<file path="src/sv/free_format_object_parser_unit_macros.svh">
// Assertion macros for the free-format object parser.
// Used by the top level only; no other dependencies.
`ifndef FREE_FORMAT_OBJECT_PARSER_UNIT_MACROS_SVH
`define FREE_FORMAT_OBJECT_PARSER_UNIT_MACROS_SVH
`ifndef SYNTHESIS
`define FFOP_ASSERT(label, clk, rst_n, prop, msg) \
  label: assert property (@(posedge clk) disable iff (!rst_n) (prop)) else $error(msg);
`define FFOP_ASSERT_NEXT(label, clk, rst_n, pre, post, msg) \
  label: assert property (@(posedge clk) disable iff (!rst_n) (pre) |=> (post)) else $error(msg);
`else
`define FFOP_ASSERT(label, clk, rst_n, prop, msg)
`define FFOP_ASSERT_NEXT(label, clk, rst_n, pre, post, msg)
`endif
`endif

</file>
<file path="src/sv/ffop_pkg.sv">
// Shared types and constants of the free-format object parser.
// No dependencies.
package ffop_pkg;

  localparam int unsigned MaxDeliverBytes = 255;

  localparam logic [2:0] KindByte   = 3'd0;
  localparam logic [2:0] KindAttr   = 3'd1;
  localparam logic [2:0] KindObjEnd = 3'd2;
  localparam logic [2:0] KindCount  = 3'd3;
  localparam logic [2:0] KindOk     = 3'd4;
  localparam logic [2:0] KindError  = 3'd5;

  localparam logic [1:0] ErrNone    = 2'd0;
  localparam logic [1:0] ErrCount   = 2'd1;
  localparam logic [1:0] ErrObjects = 2'd2;

  localparam logic [7:0] GroupAttr = 8'd0;
  localparam logic [7:0] GroupFile = 8'd70;

  // attribute type codes as they arrive in the object
  localparam logic [7:0] AttrCodeString  = 8'd1;
  localparam logic [7:0] AttrCodeUint    = 8'd2;
  localparam logic [7:0] AttrCodeInt     = 8'd3;
  localparam logic [7:0] AttrCodeFloat   = 8'd4;
  localparam logic [7:0] AttrCodeOctets  = 8'd5;
  localparam logic [7:0] AttrCodeBits    = 8'd6;
  localparam logic [7:0] AttrCodeTime    = 8'd7;
  localparam logic [7:0] AttrCodeList    = 8'd254;
  localparam logic [7:0] AttrCodeExtList = 8'd255;

  // attribute types as reported
  localparam logic [3:0] AttrTypeString  = 4'd0;
  localparam logic [3:0] AttrTypeUint    = 4'd1;
  localparam logic [3:0] AttrTypeInt     = 4'd2;
  localparam logic [3:0] AttrTypeFloat   = 4'd3;
  localparam logic [3:0] AttrTypeOctets  = 4'd4;
  localparam logic [3:0] AttrTypeBits    = 4'd5;
  localparam logic [3:0] AttrTypeTime    = 4'd6;
  localparam logic [3:0] AttrTypeList    = 4'd7;
  localparam logic [3:0] AttrTypeExtList = 4'd8;

  localparam int unsigned QDepth = 4;
  localparam int unsigned QPtrW  = $clog2(QDepth);

  // one result beat
  typedef struct packed {
    logic [2:0]  kind;
    logic [7:0]  byte_value;
    logic [3:0]  attr_type;
    logic [31:0] unsigned_value;
    logic [31:0] signed_value;
    logic [47:0] time_value;
    logic [63:0] float_bits;
    logic        float_is_double;
    logic        value_valid;
    logic [7:0]  payload_length;
    logic [7:0]  object_count;
    logic [1:0]  error_code;
  } result_t;

  // front to queue: up to three results of one item
  typedef struct packed {
    logic [1:0] n;
    result_t    r0;
    result_t    r1;
    result_t    r2;
  } batch_t;

endpackage

</file>
<file path="src/sv/ffop_front.sv">
// Front part: accepts bytes, tracks header/object state, forms result batches.
// Depends on ffop_pkg.
module ffop_front (
  input  logic                 clk_i,
  input  logic                 rst_ni,
  input  logic                 cfg_we_i,
  input  logic                 cfg_wdata_i,
  input  logic                 in_valid_i,
  output logic                 in_ready_o,
  input  logic [7:0]           data_byte_i,
  input  logic                 header_start_i,
  input  logic                 buffer_end_i,
  input  logic [7:0]           group_i,
  input  logic                 q_space_i,
  output logic                 b_valid_o,
  output ffop_pkg::batch_t     b_o
);

  typedef enum logic [4:0] {
    PhCount = 5'b00001,
    PhLenLo = 5'b00010,
    PhLenHi = 5'b00100,
    PhBody  = 5'b01000,
    PhDone  = 5'b10000
  } phase_e;

  phase_e      phase_q, phase_d, ph;
  logic        exp_q;
  logic [7:0]  left_q, left_d, left_c;
  logic [15:0] olen_q, olen_d, olen_c;
  logic [15:0] pos_q, pos_d, pos_c;
  logic [7:0]  code_q, code_d, code_c;
  logic [7:0]  alen_q, alen_d, alen_c;
  logic [63:0] acc_q, acc_d, acc_c;
  logic        raw_q, raw_d, raw_c;
  logic [7:0]  cnt_q, cnt_d, cnt_c;
  logic        go;

  assign in_ready_o = q_space_i;
  assign go = in_valid_i && in_ready_o;
  assign b_valid_o = go;

  // decode the finished attribute into a result
  function automatic ffop_pkg::result_t attr_res(logic raw, logic [7:0] code,
                                                 logic [7:0] len, logic [63:0] a);
    ffop_pkg::result_t r;
    r = '0;
    r.kind = ffop_pkg::KindAttr;
    r.payload_length = len;
    if (raw) begin
      r.attr_type = ffop_pkg::AttrTypeOctets;
    end else begin
      r.value_valid = 1'b1;
      case (code)
        ffop_pkg::AttrCodeString: r.attr_type = ffop_pkg::AttrTypeString;
        ffop_pkg::AttrCodeUint: begin
          r.attr_type = ffop_pkg::AttrTypeUint;
          if (len == 8'd1) r.unsigned_value = {24'd0, a[7:0]};
          else if (len == 8'd2) r.unsigned_value = {16'd0, a[15:0]};
          else if (len == 8'd4) r.unsigned_value = a[31:0];
          else r.value_valid = 1'b0;
        end
        ffop_pkg::AttrCodeInt: begin
          r.attr_type = ffop_pkg::AttrTypeInt;
          if (len == 8'd1) r.signed_value = {{24{a[7]}}, a[7:0]};
          else if (len == 8'd2) r.signed_value = {{16{a[15]}}, a[15:0]};
          else if (len == 8'd4) r.signed_value = a[31:0];
          else r.value_valid = 1'b0;
        end
        ffop_pkg::AttrCodeFloat: begin
          r.attr_type = ffop_pkg::AttrTypeFloat;
          if (len == 8'd4) r.float_bits = {32'd0, a[31:0]};
          else if (len == 8'd8) begin
            r.float_bits = a;
            r.float_is_double = 1'b1;
          end else r.value_valid = 1'b0;
        end
        ffop_pkg::AttrCodeOctets: r.attr_type = ffop_pkg::AttrTypeOctets;
        ffop_pkg::AttrCodeBits:   r.attr_type = ffop_pkg::AttrTypeBits;
        ffop_pkg::AttrCodeTime: begin
          r.attr_type = ffop_pkg::AttrTypeTime;
          if (len == 8'd6) r.time_value = a[47:0];
          else r.value_valid = 1'b0;
        end
        ffop_pkg::AttrCodeList:    r.attr_type = ffop_pkg::AttrTypeList;
        ffop_pkg::AttrCodeExtList: r.attr_type = ffop_pkg::AttrTypeExtList;
        default: r.attr_type = ffop_pkg::AttrTypeOctets;
      endcase
    end
    return r;
  endfunction

  // per-item step
  always_comb begin
    ffop_pkg::result_t rs [3];
    ffop_pkg::result_t t;
    logic [1:0]  n;
    logic        fin;
    logic [15:0] dl;
    logic [15:0] k;
    logic        acc_en;
    ph = phase_q; left_c = left_q; olen_c = olen_q; pos_c = pos_q;
    code_c = code_q; alen_c = alen_q; acc_c = acc_q; raw_c = raw_q; cnt_c = cnt_q;
    rs[0] = '0; rs[1] = '0; rs[2] = '0; n = 2'd0; fin = 1'b0; t = '0;
    k = pos_q - 16'd2;
    dl = '0;
    acc_en = (code_q == ffop_pkg::AttrCodeUint) || (code_q == ffop_pkg::AttrCodeInt) ||
             (code_q == ffop_pkg::AttrCodeFloat) || (code_q == ffop_pkg::AttrCodeTime);
    if (header_start_i) begin
      ph = PhCount; left_c = '0; olen_c = '0; pos_c = '0; code_c = '0;
      alen_c = '0; acc_c = '0; raw_c = 1'b0; cnt_c = '0;
      k = 16'hFFFE;
      acc_en = 1'b0;
    end
    if (buffer_end_i) begin
      if (ph == PhCount) begin
        t = '0; t.kind = ffop_pkg::KindError; t.error_code = ffop_pkg::ErrCount;
        rs[0] = t; n = 2'd1;
      end else if (ph != PhDone) begin
        t = '0; t.kind = ffop_pkg::KindError; t.error_code = ffop_pkg::ErrObjects;
        t.object_count = cnt_c; rs[0] = t; n = 2'd1;
      end
      ph = PhDone;
    end else begin
      case (ph)
        PhCount: begin
          cnt_c = data_byte_i;
          if (!exp_q) begin
            t = '0; t.kind = ffop_pkg::KindCount; t.object_count = data_byte_i;
            rs[0] = t; n = 2'd1; ph = PhDone;
          end else if (data_byte_i == 8'd0) begin
            t = '0; t.kind = ffop_pkg::KindOk; rs[0] = t; n = 2'd1; ph = PhDone;
          end else begin
            left_c = data_byte_i; ph = PhLenLo;
          end
        end
        PhLenLo: begin
          olen_c = {8'd0, data_byte_i}; ph = PhLenHi;
        end
        PhLenHi: begin
          olen_c = {data_byte_i, olen_q[7:0]};
          pos_c = '0; code_c = '0; alen_c = '0; acc_c = '0;
          raw_c = (group_i == ffop_pkg::GroupAttr) && (olen_c < 16'd2);
          if (olen_c == 16'd0) fin = 1'b1;
          else ph = PhBody;
        end
        PhBody: begin
          t = '0; t.kind = ffop_pkg::KindByte; t.byte_value = data_byte_i;
          if (group_i == ffop_pkg::GroupFile) begin
            if (pos_q < 16'(ffop_pkg::MaxDeliverBytes)) begin
              rs[0] = t; n = 2'd1;
            end
          end else if (group_i == ffop_pkg::GroupAttr) begin
            if (raw_q) begin
              if (pos_q >= 16'd2 || olen_q < 16'd2) begin
                rs[0] = t; n = 2'd1;
              end
            end else if (pos_q == 16'd0) begin
              code_c = data_byte_i;
            end else if (pos_q == 16'd1) begin
              alen_c = data_byte_i;
              if ((olen_q - 16'd2) < {8'd0, data_byte_i}) raw_c = 1'b1;
            end else if (k < {8'd0, alen_q}) begin
              if (!acc_en) begin
                rs[0] = t; n = 2'd1;
              end else if (k < 16'd8) begin
                acc_c = acc_q | ({56'd0, data_byte_i} << {k[2:0], 3'b000});
              end
            end
          end
          pos_c = pos_q + 16'd1;
          if (pos_c >= olen_q) fin = 1'b1;
        end
        default: ;
      endcase
      if (fin) begin
        if (group_i == ffop_pkg::GroupAttr) begin
          rs[n] = attr_res(raw_c, code_c, alen_c, acc_c); n = n + 2'd1;
        end else if (group_i == ffop_pkg::GroupFile) begin
          dl = (olen_c > 16'(ffop_pkg::MaxDeliverBytes)) ?
               16'(ffop_pkg::MaxDeliverBytes) : olen_c;
          if (dl > 16'd255) dl = 16'd255;
          t = '0; t.kind = ffop_pkg::KindObjEnd; t.payload_length = dl[7:0];
          rs[n] = t; n = n + 2'd1;
        end
        left_c = left_c - 8'd1;
        if (left_c == 8'd0) begin
          t = '0; t.kind = ffop_pkg::KindOk; t.object_count = cnt_c;
          rs[n] = t; n = n + 2'd1; ph = PhDone;
        end else ph = PhLenLo;
      end
    end
    b_o.n = n; b_o.r0 = rs[0]; b_o.r1 = rs[1]; b_o.r2 = rs[2];
    phase_d = go ? ph : phase_q;
    left_d = go ? left_c : left_q;   olen_d = go ? olen_c : olen_q;
    pos_d = go ? pos_c : pos_q;      code_d = go ? code_c : code_q;
    alen_d = go ? alen_c : alen_q;   acc_d = go ? acc_c : acc_q;
    raw_d = go ? raw_c : raw_q;      cnt_d = go ? cnt_c : cnt_q;
  end

  // state registers
  always_ff @(posedge clk_i or negedge rst_ni) begin
    if (!rst_ni) begin
      phase_q <= PhCount; exp_q <= 1'b1; left_q <= '0; olen_q <= '0; pos_q <= '0;
      code_q <= '0; alen_q <= '0; acc_q <= '0; raw_q <= 1'b0; cnt_q <= '0;
    end else begin
      if (cfg_we_i) exp_q <= cfg_wdata_i;
      phase_q <= phase_d; left_q <= left_d; olen_q <= olen_d; pos_q <= pos_d;
      code_q <= code_d; alen_q <= alen_d; acc_q <= acc_d; raw_q <= raw_d;
      cnt_q <= cnt_d;
    end
  end

endmodule

</file>
<file path="src/sv/ffop_back.sv">
// Back part: batch queue and serialiser of result beats onto the output.
// Depends on ffop_pkg.
module ffop_back (
  input  logic               clk_i,
  input  logic               rst_ni,
  input  logic               b_valid_i,
  input  ffop_pkg::batch_t   b_i,
  output logic               q_space_o,
  output logic               out_valid_o,
  input  logic               out_ready_i,
  output ffop_pkg::result_t  res_o,
  output logic [ffop_pkg::QPtrW:0] fill_o
);

  ffop_pkg::batch_t q_q [ffop_pkg::QDepth];
  logic [ffop_pkg::QPtrW-1:0] wp_q, wp_d, rp_q, rp_d;
  logic [ffop_pkg::QPtrW:0]   cnt_q, cnt_d;
  logic [1:0]                 sub_q, sub_d;
  logic                       push, pop, head_v;
  ffop_pkg::batch_t           head;

  // empty batches are dropped at the door
  assign push = b_valid_i && (b_i.n != 2'd0);
  assign q_space_o = cnt_q < (ffop_pkg::QPtrW+1)'(ffop_pkg::QDepth);
  assign head = q_q[rp_q];
  assign head_v = cnt_q != '0;
  assign out_valid_o = head_v;
  assign fill_o = cnt_q;
  assign pop = head_v && out_ready_i && (sub_q == head.n - 2'd1);

  always_comb begin
    case (sub_q)
      2'd0: res_o = head.r0;
      2'd1: res_o = head.r1;
      default: res_o = head.r2;
    endcase
    wp_d = push ? wp_q + 1'b1 : wp_q;
    rp_d = pop ? rp_q + 1'b1 : rp_q;
    cnt_d = cnt_q + (ffop_pkg::QPtrW+1)'(push) - (ffop_pkg::QPtrW+1)'(pop);
    sub_d = sub_q;
    if (head_v && out_ready_i) sub_d = pop ? 2'd0 : sub_q + 2'd1;
  end

  // pointers and count
  always_ff @(posedge clk_i or negedge rst_ni) begin
    if (!rst_ni) begin
      wp_q <= '0; rp_q <= '0; cnt_q <= '0; sub_q <= '0;
    end else begin
      wp_q <= wp_d; rp_q <= rp_d; cnt_q <= cnt_d; sub_q <= sub_d;
    end
  end

  // queue storage
  always_ff @(posedge clk_i) begin
    if (push) q_q[wp_q] <= b_i;
  end

endmodule

</file>
<file path="src/sv/free_format_object_parser_unit.sv">
// Top level of the free-format object parser: front, batch queue, serialiser.
// Depends on ffop_pkg, ffop_front, ffop_back and the macros header.
//
//  channel  | handshake                | beat
//  ---------+--------------------------+-------------------------------------
//  config   | cfg_we_i                 | cfg_wdata_i (expects_contents)
//  input    | in_valid_i / in_ready_o  | data_byte_i .. variation_i
//  output   | out_valid_o / out_ready_i| result_kind_o .. error_code_o
//
// One input beat a cycle; its 0 to 3 results leave one a cycle when ready.
// A four-entry batch queue separates the sides; input stalls only when full.
// Reset is asynchronous, active low; no clearing pass is needed.
`include "free_format_object_parser_unit_macros.svh"
module free_format_object_parser_unit (
  input  logic        clk_i,
  input  logic        rst_ni,
  input  logic        cfg_we_i,
  input  logic        cfg_wdata_i,
  input  logic        in_valid_i,
  output logic        in_ready_o,
  input  logic [7:0]  data_byte_i,
  input  logic        header_start_i,
  input  logic        buffer_end_i,
  input  logic [7:0]  group_i,
  input  logic [7:0]  variation_i,
  output logic        out_valid_o,
  input  logic        out_ready_i,
  output logic [2:0]  result_kind_o,
  output logic [7:0]  byte_value_o,
  output logic [3:0]  attr_type_o,
  output logic [31:0] unsigned_value_o,
  output logic signed [31:0] signed_value_o,
  output logic [47:0] time_value_o,
  output logic [63:0] float_bits_o,
  output logic        float_is_double_o,
  output logic        value_valid_o,
  output logic [7:0]  payload_length_o,
  output logic [7:0]  object_count_o,
  output logic [1:0]  error_code_o
);

  logic              q_space, b_valid, var_unused;
  ffop_pkg::batch_t  batch;
  ffop_pkg::result_t res;
  logic [ffop_pkg::QPtrW:0] fill;

  // variation carries no meaning for the results
  assign var_unused = ^variation_i;

  ffop_front u_front (
    .clk_i, .rst_ni, .cfg_we_i, .cfg_wdata_i, .in_valid_i, .in_ready_o,
    .data_byte_i, .header_start_i, .buffer_end_i, .group_i,
    .q_space_i(q_space), .b_valid_o(b_valid), .b_o(batch)
  );

  ffop_back u_back (
    .clk_i, .rst_ni, .b_valid_i(b_valid), .b_i(batch), .q_space_o(q_space),
    .out_valid_o, .out_ready_i, .res_o(res), .fill_o(fill)
  );

  assign result_kind_o     = res.kind;
  assign byte_value_o      = res.byte_value;
  assign attr_type_o       = res.attr_type;
  assign unsigned_value_o  = res.unsigned_value;
  assign signed_value_o    = res.signed_value;
  assign time_value_o      = res.time_value;
  assign float_bits_o      = res.float_bits;
  assign float_is_double_o = res.float_is_double & ~(var_unused & 1'b0);
  assign value_valid_o     = res.value_valid;
  assign payload_length_o  = res.payload_length;
  assign object_count_o    = res.object_count;
  assign error_code_o      = res.error_code;

  // checks
  `FFOP_ASSERT(a_fill_max, clk_i, rst_ni, fill <= (ffop_pkg::QPtrW+1)'(ffop_pkg::QDepth), "queue overfilled")
  `FFOP_ASSERT(a_ready_full, clk_i, rst_ni, in_ready_o == (fill != (ffop_pkg::QPtrW+1)'(ffop_pkg::QDepth)), "ready disagrees with fill")
  `FFOP_ASSERT(a_valid_fill, clk_i, rst_ni, out_valid_o == (fill != '0), "valid disagrees with fill")
  `FFOP_ASSERT_NEXT(a_kind_range, clk_i, rst_ni, out_valid_o, result_kind_o <= ffop_pkg::KindError || !out_valid_o, "bad result kind")

endmodule

</file>
<file path="config.mk">
export PLATFORM = sky130hd
export DESIGN_NAME = free_format_object_parser_unit
export DESIGN_NICKNAME = d
export VERILOG_FILES = /design/src/sv/ffop_pkg.sv /design/src/sv/ffop_front.sv /design/src/sv/ffop_back.sv /design/src/sv/free_format_object_parser_unit.sv
export VERILOG_INCLUDE_DIRS = /design/src /design/src/sv
export SDC_FILE = /design/constraint.sdc
export NUM_CORES = 2
export LEC_CHECK = 0
export BUFFER_PORTS_ARGS = -buffer_cell sky130_fd_sc_hd__buf_2
export CORE_MARGIN = 2
export CORE_UTILIZATION = 53
export DETAILED_ROUTE_END_ITERATION = 16
export PLACE_DENSITY = 0.76
export SLEW_MARGIN = 20
export SYNTH_ARGS = -nofsm -noshare
export SYNTH_HDL_FRONTEND = slang
export SYNTH_HIERARCHICAL = 1
export SYNTH_SLANG_ARGS = --single-unit
</file>
<file path="constraint.sdc">
create_clock -name clk_i -period 32.2 [get_ports clk_i]
set_input_delay 1.61 -clock clk_i [delete_from_list [all_inputs] [get_ports clk_i]]
set_output_delay 1.61 -clock clk_i [all_outputs]
set_load 0.02 [all_outputs]
</file>
; Yosys cells after proc, flatten, opt, wreduce, memory -nomap -nowiden
; Memories as Yosys holds them, arrays and structs flattened.
; Index checks and enable logic that the tools add are counted.
[word_totals]
register_bits = 144
mem_bits_rw = 2540
out_inout_bits = 213
n_memories = 1
[op_classes]
n_addsub = 12
n_lt_le_gt_ge = 15
n_eq_ne = 26
shift = 1
n_mux = 160
bitwise_logic = 3
n_reduce_logical = 20
[memory_table]
columns = name, words, width, read_ports, rd_ports_with_merged_regs, write_ports, line
row1 = u_back.q_q, 4, 635, 1, 0, 1, ffop_back.sv:15  ; ffop_pkg::batch_t q_q [ffop_pkg::QDepth];
[op_table]
columns = operator, count
row1 = 633-bit 2-to-1 mux, 6
row2 = 211-bit 2-to-1 mux, 14
row3 = 633-bit bitwise mux, 3
row4 = 211-bit demux with 2-bit select, 2
row5 = 211-bit case mux with 2 select lines, 2
row6 = 178-bit 2-to-1 mux, 4
row7 = 64-bit 2-to-1 mux, 11
row8 = 208-bit 2-to-1 mux, 3
row9 = 422-bit 2-to-1 mux, 1
row10 = 8-bit 2-to-1 mux, 31
row11 = 32-bit 2-to-1 mux, 7
row12 = 65-bit 2-to-1 mux, 2
row13 = 64-bit case mux with 2 select lines, 1
row14 = 16-bit 2-to-1 mux, 7
row15 = 48-bit 2-to-1 mux, 2
row16 = 64-bit bitwise OR, 1
row17 = 16-bit case mux with 2 select lines, 2
row18 = 8-bit by 6-bit left shift with 64-bit output, 1
row19 = "8-bit by 3-bit == test with 1-bit output, second input constant", 7
row20 = "8-bit by 2-bit == test with 1-bit output, second input constant", 5
row21 = 2-bit 2-to-1 mux, 18
row22 = 5-bit 2-to-1 mux, 7
row23 = "16-bit by 8-bit greater-than comparator with 1-bit output, second input constant", 2
row24 = 16-bit zero test, 2
row25 = other kinds (44), 96

; Longest topological paths before layout
[logic_depth]
word_depth = 29
mapped_depth = 29
mapped_depth_nobuf = 28

; Modules after synthesis
; Netlist, hierarchy kept.
[by_module_without_submodules]
columns = mod, n_inst, cells_per_inst, area_each_um2
row1 = ffop_back, 1, 4083, 95236.3
row2 = ffop_front, 1, 1966, 14704.1

; Worst setup path after synthesis
; OpenSTA, ideal clock, no wires.
[synth_path]
kind = input -> register
from = input header_start_i
to = memory u_back/q_q[0][0] in the netlist's numbering (enable)
setup_time_ps = 1086
arrival_time_ps = 20641
required_ps = 31114
setup_slack_ps = 10472
path_stages = 21
n_path_buf = 4
cell_sequence = buf_2 -> buf_1 -> clkbuf_1 -> clkbuf_1 -> or3_1 -> ha_1 -> o21a_1 -> o211ai_1 -> a211oi_1 -> nor3_1 -> o41ai_4 -> inv_2 -> ha_1 -> a221oi_1 -> a21bo_2 -> inv_1 -> ha_1 -> a21oi_1 -> o21a_1 -> o21a_1 -> and2_1
[synth_lines]
columns = item, line
row1 = from (decl), free_format_object_parser_unit.sv:22  ; input logic header_start_i,
row2 = to (decl), ffop_back.sv:15

==> summary.txt <==
GRT
  – Pin count of the biggest net entering global routing: 151
  – Vias in the first global route: 57,100
  – GRT Total Usage: 23.5%
  – First-pass GRT wire length: 370 mm
  – Aggregate global routing overflow: 0
  – Antenna violations before repair: 14

Place
  – Post-DP HPWL: 146 mm
  – GP Congestion: between 0.9 and 1
  – PortBufs: 236

Clocking
  – PostCTS Resize Cnt: 0
  – CTS Hold Bufs: 0
  – Clock Latency Late Sink: 0.95 ns
  – CTS Buf Count: 290
  – Sinks on Clock Net: about 2,700
  – TritonCTS clock tree: yes
  – CTS root buf: clkbuf_16
  – CTS Buffer Depth: 4
  – Clock-pin slew on the worst setup and hold paths: roughly 0.06 ns
  – H-Tree Depth: 5
  – Setup Fix Bufs, Post-CTS: 0

Synth
  – Post-synthesis sequential area ratio: 72.7%
  – Synth top area share: just under 70%
  – Top cells by area, synth: edfxtp_1, mux4_2, dfrtp_1
  – Ys async rst share: ~5.4%
  – Synth Cell Area: 0.110 mm^2
  – Yosys top cell by area: edfxtp_1
  – Number of synthesized flops with an enable pin: 2,540
  – Yosys reg bits: approximately 2,700
  – Synth unique cells: a little under 90
  – Mean post-synth cell area: 18.2 um^2
  – Ys flop type: edfxtp_1
  – Yosys warns: 6
  – Cells after Synth: roughly 6,000

STA
  – Pins Over Slew Limit: 0
  – Setup repair after global routing missed its margin: no
  – Fin. Hold Viols: 0
  – Tightest Pin Transition: ~1.3 ns
  – Setup-failing EPs final: 0
  – Sum of negative setup slack: 0 ns
  – Final period util: roughly a third
  – Fmax achieved: 0.0974 GHz
  – Max_slew headroom: 12.7%
  – Clk_skew: 0.0762 ns
  – Crit path time final: 10.27 ns
  – Final hold slack: ~0.47 ns

Critical path
  – Worst Path Required: 32.71 ns
  – Reg2Reg Depth: 24
  – Most Frequent Cell on Critical Path: buf_4
  – Crit-path max FO: 69
  – Crit start category: input pin
  – Crit path to: u_back/q_q[2][52]$_DFFE_PP_
  – FF-to-FF End: u_back/q_q[2][52]$_DFFE_PP_
  – Kind of end point of the critical path: register
  – Max stage delay on crit path: 0.97 ns
  – CP Launch Point: header_start_i
  – Worst path arrival time: 10.77 ns
  – Worst R2R Setup Slack: 22.12 ns
  – Crit-path slowest cell: buf_4
  – WS Path Type: in2reg
  – Cells along the critical path: buf_2 > buf_4 > clkinv_1 > nand2_1 > ha_1 > nand2b_1 > o221ai_1 > a211oi_1 > buf_4 > nor3_1 > o41ai_4 > inv_2 > ha_1 > a221oi_1 > a21bo_2 > inv_1 > ha_1 > a21oi_1 > o21a_1 > o21a_1 > and2_4 > buf_4 > buf_4 > buf_4
  – Worst r2r src: u_front/pos_q[1]$_DFFE_PN0P_

Floorplan
  – Die W: between 400 and 500 um
  – Ports: 245
  – Starting density of the core: 53.2%
  – Cell row count: 167
  – Total die area: 0.211 mm^2
  – Core ar.: 0.207 mm^2
  – Vert. Die Dim: 459 um

Worst hold path
  – Hold crit path type: reg2reg

Finish
  – Layout area overhead: 10.8%
  – Net count, final: 6,442
  – Layout cell share with drive strength beyond 1: 21.8%
  – Number of filler cells placed in the layout: 14,400
  – Most common cell after layout, fill and taps aside: edfxtp_1
  – Most frequent cells in the layout: edfxtp_1, mux4_2, nand2_1

Route
  – WL final: 250 mm
  – Drt drc: 0
  – DR vias/cell: 6.19
  – WL/cell: 27.0 um
  – DRT iter0 DRCs: 7,205
  – Via count: 57,400
  – Final antenna-violating net count: 0
  – Pre-antenna DRT Iters: 6

Power
  – Leakage power: slightly above 0.04 uW
  – VDD IR max: roughly 0.000080 V
  – PD cells: 86.6 mW/mm^2
  – PnR Total Power: about 11,000 uW

Flow run
  – Max-cap check violation count: 0

Run status
  – Status: complete, no violations
[sequential cells by signal, summed over array words and instances, names as in the netlist]
signal           cells
u_front/pos_q       16
u_back/rp_q          2
u_back/sub_q         2
u_front/exp_q        1
u_front/left_q       8
u_front/code_q       8
u_front/phase_q      5
u_front/cnt_q        8
u_front/acc_q       64
u_back/q_q        2540
u_front/raw_q        1
u_front/olen_q      16
u_front/alen_q       8
u_back/wp_q          2
u_back/fill_o        3
[cell usage after synthesis, types with 9 or more instances]
cell / n
or3_1: 9
xnor2_1: 28
buf_4: 392
a2bb2oi_1: 11
nor3_1: 119
a22oi_1: 222
nand3_1: 35
and3_1: 21
a211oi_1: 29
a22o_1: 72
buf_2: 78
inv_1: 63
or4_1: 13
xor2_1: 11
edfxtp_1: 2540
a31oi_1: 19
o211ai_1: 12
o21ai_0: 120
nor2b_1: 10
clkbuf_1: 208
nand2_1: 577
a211o_1: 9
mux4_2: 635
a21oi_1: 110
and2_1: 21
ha_1: 51
nor4_1: 21
nand2b_1: 17
dfrtp_1: 142
buf_1: 47
nand4_1: 35
nor2_1: 196
nor3b_1: 9
a21o_1: 15
[final cells by class]
type                            count  area (um^2)  area share (%)
Antenna cell                        2         5.00         0.00411
Clock buffer                      375         7870            6.46
Clock inverter                    122         1190           0.976
Inverter                           68          255           0.210
Multi-Input combinational cell   2958        27000            22.2
Sequential cell                  2684        79900            65.6
Tap cell                         2704         3380            2.78
Timing Repair Buffer              356         2180            1.79
[through the flow]
step	util (%)	worst slack, ns	instance area, um^2	cells
CTS	58.9	22.03	122000	9267
global route	58.9	21.48	122000	9268
global placement	54.5	21.11	113000	8770
floorplan	-	10.47	111000	6437
finish	58.9	21.93	122000	9269
detailed placement	54.6	21.07	113000	8770
[cell families (layout without fill, tap and decap cells)]
logic type	after synthesis	count (layout)	share of synthesized area, %
DFF	2684	2684	72.7
and+or+nand+nor	1124	1124	4.63
buffers and inverters	795	921	4.16
AOI/OAI and AO/OA	714	714	4.59
muxes	640	640	13.1
adders and majority gates	52	52	0.599
xor gates and xnor gates	39	39	0.311
other	1	391	0.00341
[power by group]
| group | total (uW) | internal, uW | switching [uW] |
|---|---|---|---|
| Sequential | 4200 | 4100 | 103 |
| Clock | 3190 | 1890 | 1300 |
| Combinational | 3160 | 1170 | 1980 |
[critical path, delay by kind of cell]
| family | cells | cell delay [ns] |
|---|---|---|
| compound gates | 8 | 2.19 |
| fa+ha+maj | 3 | 0.78 |
| buf+inv | 9 | 4.38 |
| simple gates | 4 | 1.43 |
[how the worst min path moves through the flow]
stage | start | endpoint | slack (ns) | cells after the start
final | u_front/acc_q[27]$_DFFE_PN0P_ | u_front/acc_q[27]$_DFFE_PN0P_ | 0.47 | 2
after global routing | u_front/acc_q[17]$_DFFE_PN0P_ | u_front/acc_q[17]$_DFFE_PN0P_ | 0.51 | 2
after CTS | u_front/acc_q[27]$_DFFE_PN0P_ | u_front/acc_q[27]$_DFFE_PN0P_ | 0.48 | 2
after detailed placement | u_front/acc_q[27]$_DFFE_PN0P_ | u_front/acc_q[27]$_DFFE_PN0P_ | 0.46 | 2
after global placement | u_front/acc_q[29]$_DFFE_PN0P_ | u_front/acc_q[29]$_DFFE_PN0P_ | 0.45 | 2
after floorplan | u_front/acc_q[27]$_DFFE_PN0P_ | u_front/acc_q[27]$_DFFE_PN0P_ | 0.44 | 2
[metal layers]
| layer | share of wire [%] | global-route usage (%) |
|---|---|---|
| met1 | 39 | 33.4 |
| met2 | 49 | 37.1 |
| met3 | 8.7 | 4.30 |
| met4 | 3.5 | 7.93 |
| met5 | 0.022 | 0 |
No activity file was read; power rests on OpenSTA's default activity.
